$ cat config.mk
export PLATFORM = sky130hd
export DESIGN_NAME = idc_date_check
export DESIGN_NICKNAME = d
export VERILOG_FILES = /design/src/rtl/core/idc_pkg.sv /design/src/rtl/core/idc_date_check.sv
export SDC_FILE = /design/constraint.sdc
export NUM_CORES = 1
export LEC_CHECK = 0
export BUFFER_PORTS_ARGS = -buffer_cell sky130_fd_sc_hd__buf_2
export CORE_ASPECT_RATIO = 0.6
export CORE_MARGIN = 4
export CORE_UTILIZATION = 32
export DETAILED_ROUTE_END_ITERATION = 8
export PLACE_DENSITY = 0.78
export SYNTH_ARGS = -nofsm -noshare
export SYNTH_HDL_FRONTEND = slang
export SYNTH_SLANG_ARGS = --single-unit
$ cat constraint.sdc
create_clock -name vclk -period 2.3
set_input_delay 0.23 -clock vclk [all_inputs]
set_output_delay 0.23 -clock vclk [all_outputs]
set_load 0.03 [all_outputs]
$ cat src/rtl/core/idc_pkg.sv
// ----------------------------------------------------------------------------
// Identity number checker package
// Widths, codes, the weight and check-character tables and the small
// arithmetic helpers shared by the checker modules.
// ----------------------------------------------------------------------------
package idc_pkg;

  localparam int CharW   = 8;
  localparam int DigitW  = 4;
  localparam int YearW   = 14;
  localparam int FieldW  = 7;
  localparam int PosW    = 5;
  localparam int RemW    = 4;
  localparam int StatusW = 3;
  localparam int LimW    = 5;

  // Character positions, counted from zero
  localparam logic [PosW-1:0] IdLen      = PosW'(18);
  localparam logic [PosW-1:0] CheckPos   = PosW'(17);
  localparam logic [PosW-1:0] YearFirst  = PosW'(6);
  localparam logic [PosW-1:0] YearLoPos  = PosW'(8);
  localparam logic [PosW-1:0] YearLast   = PosW'(9);
  localparam logic [PosW-1:0] MonthFirst = PosW'(10);
  localparam logic [PosW-1:0] MonthLast  = PosW'(11);
  localparam logic [PosW-1:0] DayFirst   = PosW'(12);
  localparam logic [PosW-1:0] DayLast    = PosW'(13);

  localparam logic [CharW-1:0] CharZero = 8'd48;
  localparam logic [CharW-1:0] CharNine = 8'd57;
  localparam logic [CharW-1:0] CharX    = 8'd88;

  localparam logic [YearW-1:0] MinYearReset = 14'd1910;
  localparam logic [YearW-1:0] MaxYearReset = 14'd2010;

  localparam logic [FieldW-1:0] MonthMax = 7'd12;

  // Configuration register indexes
  localparam int CfgAddrW = 1;
  localparam logic [CfgAddrW-1:0] CFG_MIN_YEAR = 1'b0;
  localparam logic [CfgAddrW-1:0] CFG_MAX_YEAR = 1'b1;

  typedef enum logic [StatusW-1:0] {
    ST_OK       = 3'd0,
    ST_BAD_CHAR = 3'd1,
    ST_BAD_DATE = 3'd2,
    ST_CHECK    = 3'd3,
    ST_SHORT    = 3'd4
  } status_t;

  // Decimal fields gathered from the number. The year is also kept as its
  // two halves so that the leap-year rule needs no division.
  typedef struct packed {
    logic [YearW-1:0]  year;
    logic [FieldW-1:0] year_hi;
    logic [FieldW-1:0] year_lo;
    logic [FieldW-1:0] month;
    logic [FieldW-1:0] day;
  } birth_t;

  function automatic logic [DigitW-1:0] weight(input logic [PosW-1:0] pos);
    logic [DigitW-1:0] w;
    case (pos)
      5'd0, 5'd10: w = 4'd7;
      5'd1, 5'd11: w = 4'd9;
      5'd2, 5'd12: w = 4'd10;
      5'd3, 5'd13: w = 4'd5;
      5'd4, 5'd14: w = 4'd8;
      5'd5, 5'd15: w = 4'd4;
      5'd6, 5'd16: w = 4'd2;
      5'd7:        w = 4'd1;
      5'd8:        w = 4'd6;
      5'd9:        w = 4'd3;
      default:     w = 4'd0;
    endcase
    return w;
  endfunction

  function automatic logic [CharW-1:0] check_char(input logic [RemW-1:0] rem);
    logic [CharW-1:0] c;
    case (rem)
      4'd0:    c = 8'd49;  // '1'
      4'd1:    c = 8'd48;  // '0'
      4'd2:    c = CharX;
      4'd3:    c = 8'd57;
      4'd4:    c = 8'd56;
      4'd5:    c = 8'd55;
      4'd6:    c = 8'd54;
      4'd7:    c = 8'd53;
      4'd8:    c = 8'd52;
      4'd9:    c = 8'd51;
      4'd10:   c = 8'd50;
      default: c = 8'd0;
    endcase
    return c;
  endfunction

  function automatic logic [LimW-1:0] month_days(input logic [3:0] month);
    logic [LimW-1:0] d;
    case (month)
      4'd2:                   d = 5'd28;
      4'd4, 4'd6, 4'd9, 4'd11: d = 5'd30;
      4'd1, 4'd3, 4'd5, 4'd7, 4'd8, 4'd10, 4'd12: d = 5'd31;
      default:                d = 5'd0;
    endcase
    return d;
  endfunction

  // Remainder modulo 11 of the running sum, which never exceeds 100. The
  // quotient comes from a multiplication by 47/512, which is exact for
  // every value below 109.
  function automatic logic [RemW-1:0] mod11(input logic [FieldW-1:0] x);
    logic [12:0]       prod;
    logic [FieldW-1:0] q;
    logic [FieldW-1:0] r;
    prod = 13'(x) * 13'd47;
    q    = FieldW'(prod[12:9]);
    r    = x - FieldW'(q * 7'd11);
    return r[RemW-1:0];
  endfunction

endpackage

$ cat src/rtl/core/idc_date_check.sv
// ----------------------------------------------------------------------------
// Identity number date check
// Decides whether the gathered birth date lies within the year bounds and
// names a real day of the Gregorian calendar.
// ----------------------------------------------------------------------------
module idc_date_check
  import idc_pkg::*;
(
  input  birth_t           birth,
  input  logic [YearW-1:0] min_year,
  input  logic [YearW-1:0] max_year,
  output logic             date_ok
);

  logic            year_ok;
  logic            month_ok;
  logic            leap;
  logic [LimW-1:0] lim;

  always_comb begin
    year_ok  = (birth.year >= min_year) && (birth.year <= max_year);
    month_ok = (birth.month != '0) && (birth.month <= MonthMax);
    // Century years are leap only when the century is divisible by four.
    if (birth.year_lo == '0) begin
      leap = (birth.year_hi[1:0] == 2'b00);
    end else begin
      leap = (birth.year_lo[1:0] == 2'b00);
    end
    lim = month_days(birth.month[3:0]);
    if ((birth.month == 7'd2) && leap) begin
      lim = 5'd29;
    end
    date_ok = year_ok && month_ok && (birth.day != '0) &&
              (birth.day <= FieldW'(lim));
  end

endmodule

* Word-level counts from Yosys, hierarchy flattened
Memories as Yosys holds them, arrays and structs flattened.
Cells that the tools add are included.
** Cells by class
- Magnitude comparators :: 4
- Equal/unequal tests :: 1
- Multiplexer cells :: 2
- Reduce and logical (&&, ||, !) cells :: 11
** Operators by type and width (number)
- $ge A14 B14 Y1 :: 1
- $le A14 B14 Y1 :: 1
- $reduce_bool A7 Y1 :: 2
- $eq A7 B2 Y1 const B :: 1
- $le A7 B4 Y1 const B :: 1
- $le A7 B5 Y1 :: 1
- $logic_not A7 Y1 :: 1
- $logic_and A1 B1 Y1 :: 6
- $mux W5 :: 1
- $logic_not A2 Y1 :: 2
- $mux W1 :: 1
** Word-level totals
- Register bits after elaboration :: 0
- Bits in read-only memories :: 80
- Input port bits :: 70
- Output and inout port bits :: 1
- Memories :: 1
** Memory list
- (no name shown) :: words 16, bits a word 5, rd ports 1, clocked after Yosys merged registers in 0, wr ports 0, RTL line idc_pkg.sv:99 : case (month)

* Logic depth before layout (Yosys ltp)
Gate-level depths: netlist of run 1.
- Word-level depth :: 6
- Depth in mapped cells :: 10
- Gate-level depth less buffers :: 10

* Least setup slack after synthesis of run 1
Ideal clock, no wire load.
- Path kind :: input to output
- Start :: in birth[8] in the netlist's numbering
- End :: out date_ok
- Arrival time :: 2.154 ns
- Setup slack :: -0.084 ns
- Stages on the path :: 7
- Buffers on the path :: 0
- Path through :: or4_1 > nand2_1 > ha_1 > o21a_1 > o21ai_0 > a21oi_1 > a2111oi_2
** Between the ends
- Longest elaborated chain between the ends :: 5
- Elaborated cells on any way between the ends :: 11
- Classes of those cells :: order compare (2); eq/ne (1); mux (1); reduce/logical (6); memory (1)
** Ends and longest elaborated chain
- start: declaration :: RTL line idc_date_check.sv:9 : input birth_t birth,
- branches (longest 4 deep; another with $le A7 B5 Y1)
- $logic_and A1 B1 Y1 * :: RTL line idc_date_check.sv:33 : date_ok = year_ok && month_ok && (birth.day != '0) &&
- end: declaration :: RTL line idc_date_check.sv:12 : output logic date_ok
Mark *: on every way between the ends.

* Final worst setup path of run 1
- Start :: in birth[7] in the netlist's numbering
- End :: out date_ok
The elaborated chain is that of the path after synthesis.

==> results of run 1 <==
-- Yosys cell counts --
cell,count
a2111oi_2,1
a211oi_1,1
a21boi_1,1
a21oi_1,13
a21oi_2,2
a221oi_1,1
a221oi_2,1
and4_1,1
ha_1,33
inv_1,31
mux2i_1,1
nand2_1,7
nand2b_1,1
nand3_1,4
nand4_1,9
nor2_1,6
nor2b_1,1
nor3_1,2
nor4_1,3
o211ai_1,1
o21a_1,1
o21ai_0,4
o21ai_1,1
o21bai_1,1
o221ai_1,1
o31ai_1,1
o31ai_2,1
or4_1,1
-- power groups by stage --
stage          sequential (W)  combinational [W]  clock (W)
3_5_place_dp                0           0.000213          0
3_3_place_gp                0           0.000209          0
5_1_grt                     0           0.000250          0
2_1_floorplan               0           0.000122          0
6_report                    0           0.000214          0
4_1_cts                     0           0.000217          0
-- metrics by stage --
| step | power, W | setup WS [ns] | std cells | cell area, sq um |
|---|---|---|---|---|
| 2_1_floorplan | 0.000122 | 0.117 | 131 | 947 |
| 3_3_place_gp | 0.000209 | -0.0152 | 240 | 1350 |
| 3_5_place_dp | 0.000213 | -0.0496 | 240 | 1350 |
| 4_1_cts | 0.000217 | 0.0786 | 240 | 1360 |
| 5_1_grt | 0.000250 | -0.0106 | 240 | 1360 |
| 6_report | 0.000214 | 0.103 | 240 | 1360 |
-- repair_timing --
action,4_1_cts,5_1_grt
gates cloned,0,0
gates resized for setup,3,1
pin swaps,1,0
endpoints found under the setup margin,1,1
-- logic make-up (layout without fill, tap and decap cells) --
| logic type | count (synthesis) | in the layout | share of synthesized area |
|---|---|---|---|
| compound gates | 31 | 31 | 0.228 |
| fa+ha+maj | 33 | 33 | 0.442 |
| buf+inv | 31 | 100 | 0.124 |
| mux | 1 | 1 | 0.0107 |
| simple gates | 35 | 35 | 0.195 |
-- worst min path at each step --
stage                         from      end  cells after the start
after floorplan           birth[6]  date_ok                      3
after global placement    birth[6]  date_ok                      5
after detailed placement  birth[6]  date_ok                      5
after CTS                 birth[6]  date_ok                      5
after global routing      birth[5]  date_ok                      5
final                     birth[6]  date_ok                      5
-- final cells by class --
cell class / instances / area share
inverters: 31 / 0.0856
multi-input cells: 100 / 0.614
well taps: 40 / 0.0368
repair buffers: 69 / 0.264
-- routing by layer --
metal | global-route usage | vias to the layer above | wire length [um]
li1 | - | 613 | -
met1 | 0.166 | 458 | 1160
met2 | 0.197 | 38 | 1000
met3 | 0.0164 | 0 | 201
met4 | 0 | 0 | 0
met5 | 0 | - | 0
==> reports/summary.txt, run 1 <==
Worst Path Required -> 2.07 ns
post-synth top area cell -> ha_1
Max Clock Freq -> 455 MHz
Multi-input gate area -> 835 sq um
Die Area -> 3880 sq um
setup_tns -> 0 ns
clock buf count -> 0
Die Y-Extent -> 49.9 um
vias per cell -> 4.62
Critical Path Start -> birth[7]
Worst-Margin Slew -> 0.431 ns
chip width -> 77.8 um
critical path type -> input port to primary output
Hold-fix buffers, CTS -> 0
Mean Syn Cell Area -> 7.13 sq um
Buf/Inv on CP -> 3
layout cells sized above 1 -> 0.375
final hold vios -> 0
Worst EP arrival -> 1.97 ns
Clock power frac -> 0
Antenna Cells -> 0
WP depth -> 9
sequential cell area -> 0 sq um
top cell type's share of synthesized area -> 0.442
Critical Path End Type -> primary output
GR Util All Layers -> 0.117
# DRC -> 0
First-pass DRT Iterations -> 4
first-pass GRT wire length -> 3910 um
Final min period -> 2.20 ns
Port Buffers -> 66
Layout Nets -> 305
Syn-to-layout area delta -> 45.5%
Worst VDD drop -> 0.0000767 V
WHS -> 0.901 ns
Antenna Nets Post-Route -> 0
crit path to -> date_ok
vias in the first global route -> 978
GPL Wtd Cong -> 0.842
largest net degree at the start of global routing -> 7
GRT Residual Overflow -> 0
Pwr Density -> 158 nW/um^2
Post-Syn Area -> 935 sq um
synth warn -> 0
via count -> 1109
Synth area leaders -> ha_1 44%, inv_1 12%, a21oi_1 7.0%
Syn Inst Count -> 131
cell internal pwr -> 0.000110 W
LEAKAGE -> 0.802 nW
Seq pwr share -> 0
final core occ -> 0.514
hold crit path type -> input port to primary output
Worst setup SP type -> input port
wire per inst -> 9.85 um
RSZ-0062 raised after global routing -> true
Final Max Slew Viols -> 0
outcome -> finished clean
Starting Density -> 0.353
Fillers -> 273
DR iter-0 viols -> 16
crit share post-route -> 0.955
Sw Ratio -> 0.487
max cap viols -> 0
Distinct cells, synth -> 28
DP HPWL -> 2290 um
final setup violation count -> 0
initial antenna violation count -> 0
most common cell after layout, fill and taps aside -> buf_2
CP max FO -> 6
crit path max-delay cell type -> or4_1
most frequent cells in the layout -> 65 x buf_2, 33 x ha_1, 31 x inv_1
CP top delay family -> simple AND/OR/NAND/NOR gates
seq_cells -> 0
IO Pins -> 71
overall routed net length -> 2360 um
syn_nets -> 234
core box area -> 2650 sq um
worst rel slew slack -> 0.713
sequential area share after synthesis -> 0
worst path cell trace -> buf_2 > or4_1 > nand2_1 > buf_4 > ha_1 > mux2i_1 > a21oi_2 > a2111oi_4 > buf_6
buffer count from post-CTS setup fixing -> 0
Gate power share -> 1.000
Psw -> 0.000104 W
max incr delay on CP -> 0.50 ns
FP Rows -> 14
Power figures use the tool's default switching activity.
==> run 2: changes to the inputs <==
--- a/config.mk
+++ b/config.mk
@@ -5,12 +5,13 @@
 export SDC_FILE = /design/constraint.sdc
 export NUM_CORES = 1
 export LEC_CHECK = 0
+export ABC_AREA = 1
 export BUFFER_PORTS_ARGS = -buffer_cell sky130_fd_sc_hd__buf_2
 export CORE_ASPECT_RATIO = 0.6
 export CORE_MARGIN = 4
 export CORE_UTILIZATION = 32
 export DETAILED_ROUTE_END_ITERATION = 8
-export PLACE_DENSITY = 0.78
+export PLACE_DENSITY = 0.75
 export SYNTH_ARGS = -nofsm -noshare
 export SYNTH_HDL_FRONTEND = slang
 export SYNTH_SLANG_ARGS = --single-unit
==> constraint.sdc (replaced) <==
create_clock -name vclk -period 2.65
set_input_delay 0.265 -clock vclk [all_inputs]
set_output_delay 0.265 -clock vclk [all_outputs]
set_load 0.1 [all_outputs]
==> reports/summary.txt, run 2 <==
RSZ-0062 raised after global routing -> false
hold path cells -> 9
syn_nets -> 288
Die Y-Extent -> 52.6 um
most common cell after layout, fill and taps aside -> buf_2
overall routed net length -> 2720 um
crit path max-delay cell type -> buf_2
Syn-to-layout area delta -> 36.4%
WP depth -> 15
DR iter-0 viols -> 35
vias in the first global route -> 1099
Worst setup SP type -> input port
most frequent cells in the layout -> 66 x buf_2, 51 x nand2_1, 45 x inv_1
Hold-fix buffers, CTS -> 0
adder-cell share of the synthesized area -> 0.390
buffer count from post-CTS setup fixing -> 0
Commonest cells post-synth -> 51 x nand2_1, 45 x inv_1, 33 x ha_1, 17 x nor2_1, 13 x a21oi_1
worst path cell trace -> buf_2 > nor2_1 > nand2_1 > nor4_1 > nand4_1 > nand2_1 > ha_1 > nand3b_1 > nand2_1 > nand2_1 > nand2_1 > a21oi_2 > nand2_1 > nor2_2 > buf_2
Starting Density -> 0.350
CP max FO -> 2
sequential cell area -> 0 sq um
vias per cell -> 4.20
First-pass DRT Iterations -> 4
Final min period -> 2.29 ns
Buf/Inv on CP -> 2
Fillers -> 315
# DRC -> 0
Antenna Cells -> 0
Worst Path Required -> 2.38 ns
Layout Nets -> 356
PostCTS Resize Cnt -> 0
layout cells sized above 1 -> 0.303
Syn Inst Count -> 185
max incr delay on CP -> 0.42 ns
Critical Path End Type -> primary output
DP HPWL -> 2600 um
initial antenna violation count -> 0
max cap viols -> 0
final setup violation count -> 0
LEAKAGE -> 0.970 nW
Non-Filler Instances -> 293
GPL Wtd Cong -> 0.747
Simple-Gate Fraction of Synth Area -> 0.362
Worst-Margin Slew -> 0.491 ns
Placed Cells -> 293
Final Max Slew Viols -> 0
critical path type -> input port to primary output
GR Util All Layers -> 0.127
Distinct cells, synth -> 18
crit share post-route -> 0.863
core box area -> 3020 sq um
post-synthesis mux area share -> 0
Synth Area in Compound Gates -> 0.0768
synth warn -> 0
post-synth top area cell -> ha_1
critical path's most frequent cell -> nand2_1
XOR/XNOR Fraction of Synth Area -> 0
sequential area share after synthesis -> 0
seq_cells -> 0
wire per inst -> 9.30 um
outcome -> finished clean
final hold vios -> 0
chip width -> 82.3 um
Die Area -> 4320 sq um
FP Rows -> 15
Antenna Nets Post-Route -> 0
Max Clock Freq -> 437 MHz
hold crit path type -> input port to primary output
Worst VDD drop -> 0.0000542 V
Pwr Density -> 134 nW/um^2
worst rel slew slack -> 0.675
largest family of logic cells by synthesized area -> adder cells
via count -> 1230
setup_tns -> 0 ns
top cell type's share of synthesized area -> 0.390
Synth area leaders -> ha_1 39%, nand2_1 18%, inv_1 16%
Post-Syn Area -> 1060 sq um
largest net degree at the start of global routing -> 6
IO Pins -> 71
CP top delay family -> simple AND/OR/NAND/NOR gates
top-count cell post-synth -> nand2_1
clock buf count -> 0
Port Buffers -> 66
first-pass GRT wire length -> 4460 um
Worst EP arrival -> 2.02 ns
Mean Syn Cell Area -> 5.72 sq um
GRT Residual Overflow -> 0
[run 2: path summary, 6_finish.rpt]
check | from | to | slack [ns]
max | birth[12] | date_ok | 0.36
min | birth[6] | date_ok | 1.21
[run 2: kinds of logic after synthesis]
group / Yosys count
adders and majority gates: 33
and+or+nand+nor: 89
AOI/OAI and AO/OA: 15
buffers and inverters: 48
[run 2: cell type report]
cell class	count	area, sq um	area share
well taps	42	52.6	0.0364
repair buffers	66	330	0.229
multi-input cells	137	880	0.609
inverters	48	181	0.126
[run 2: through the flow]
| step | utilization | area [sq um] | worst slack, ns | power (W) | hold WS [ns] |
|---|---|---|---|---|---|
| global route | 0.478 | 1440 | 0.139 | 0.000230 | 1.27 |
| floorplan | - | 1060 | 0.334 | 0.000113 | 0.975 |
| global placement | 0.478 | 1440 | 0.351 | 0.000188 | 1.21 |
| finish | 0.478 | 1440 | 0.363 | 0.000193 | 1.21 |
| CTS | 0.478 | 1440 | 0.334 | 0.000194 | 1.22 |
| detailed placement | 0.478 | 1440 | 0.325 | 0.000193 | 1.22 |
[run 2: report_power, final]
group / internal (W) / total [W] / switching, W
clock: 0 / 0 / 0
sequential: 0 / 0 / 0
combinational: 0.0000913 / 0.000193 / 0.000102
total: 0.0000913 / 0.000193 / 0.000102
[run 2: per-layer routing]
metal	wire length, um	part of all wire	GRT usage	vias to the layer above
met2	1140	0.42	0.211	32
li1	-	-	-	712
met1	1420	0.52	0.193	486
met3	164	0.060	0	0
met4	0	0	0	0
met5	0	0	0	-
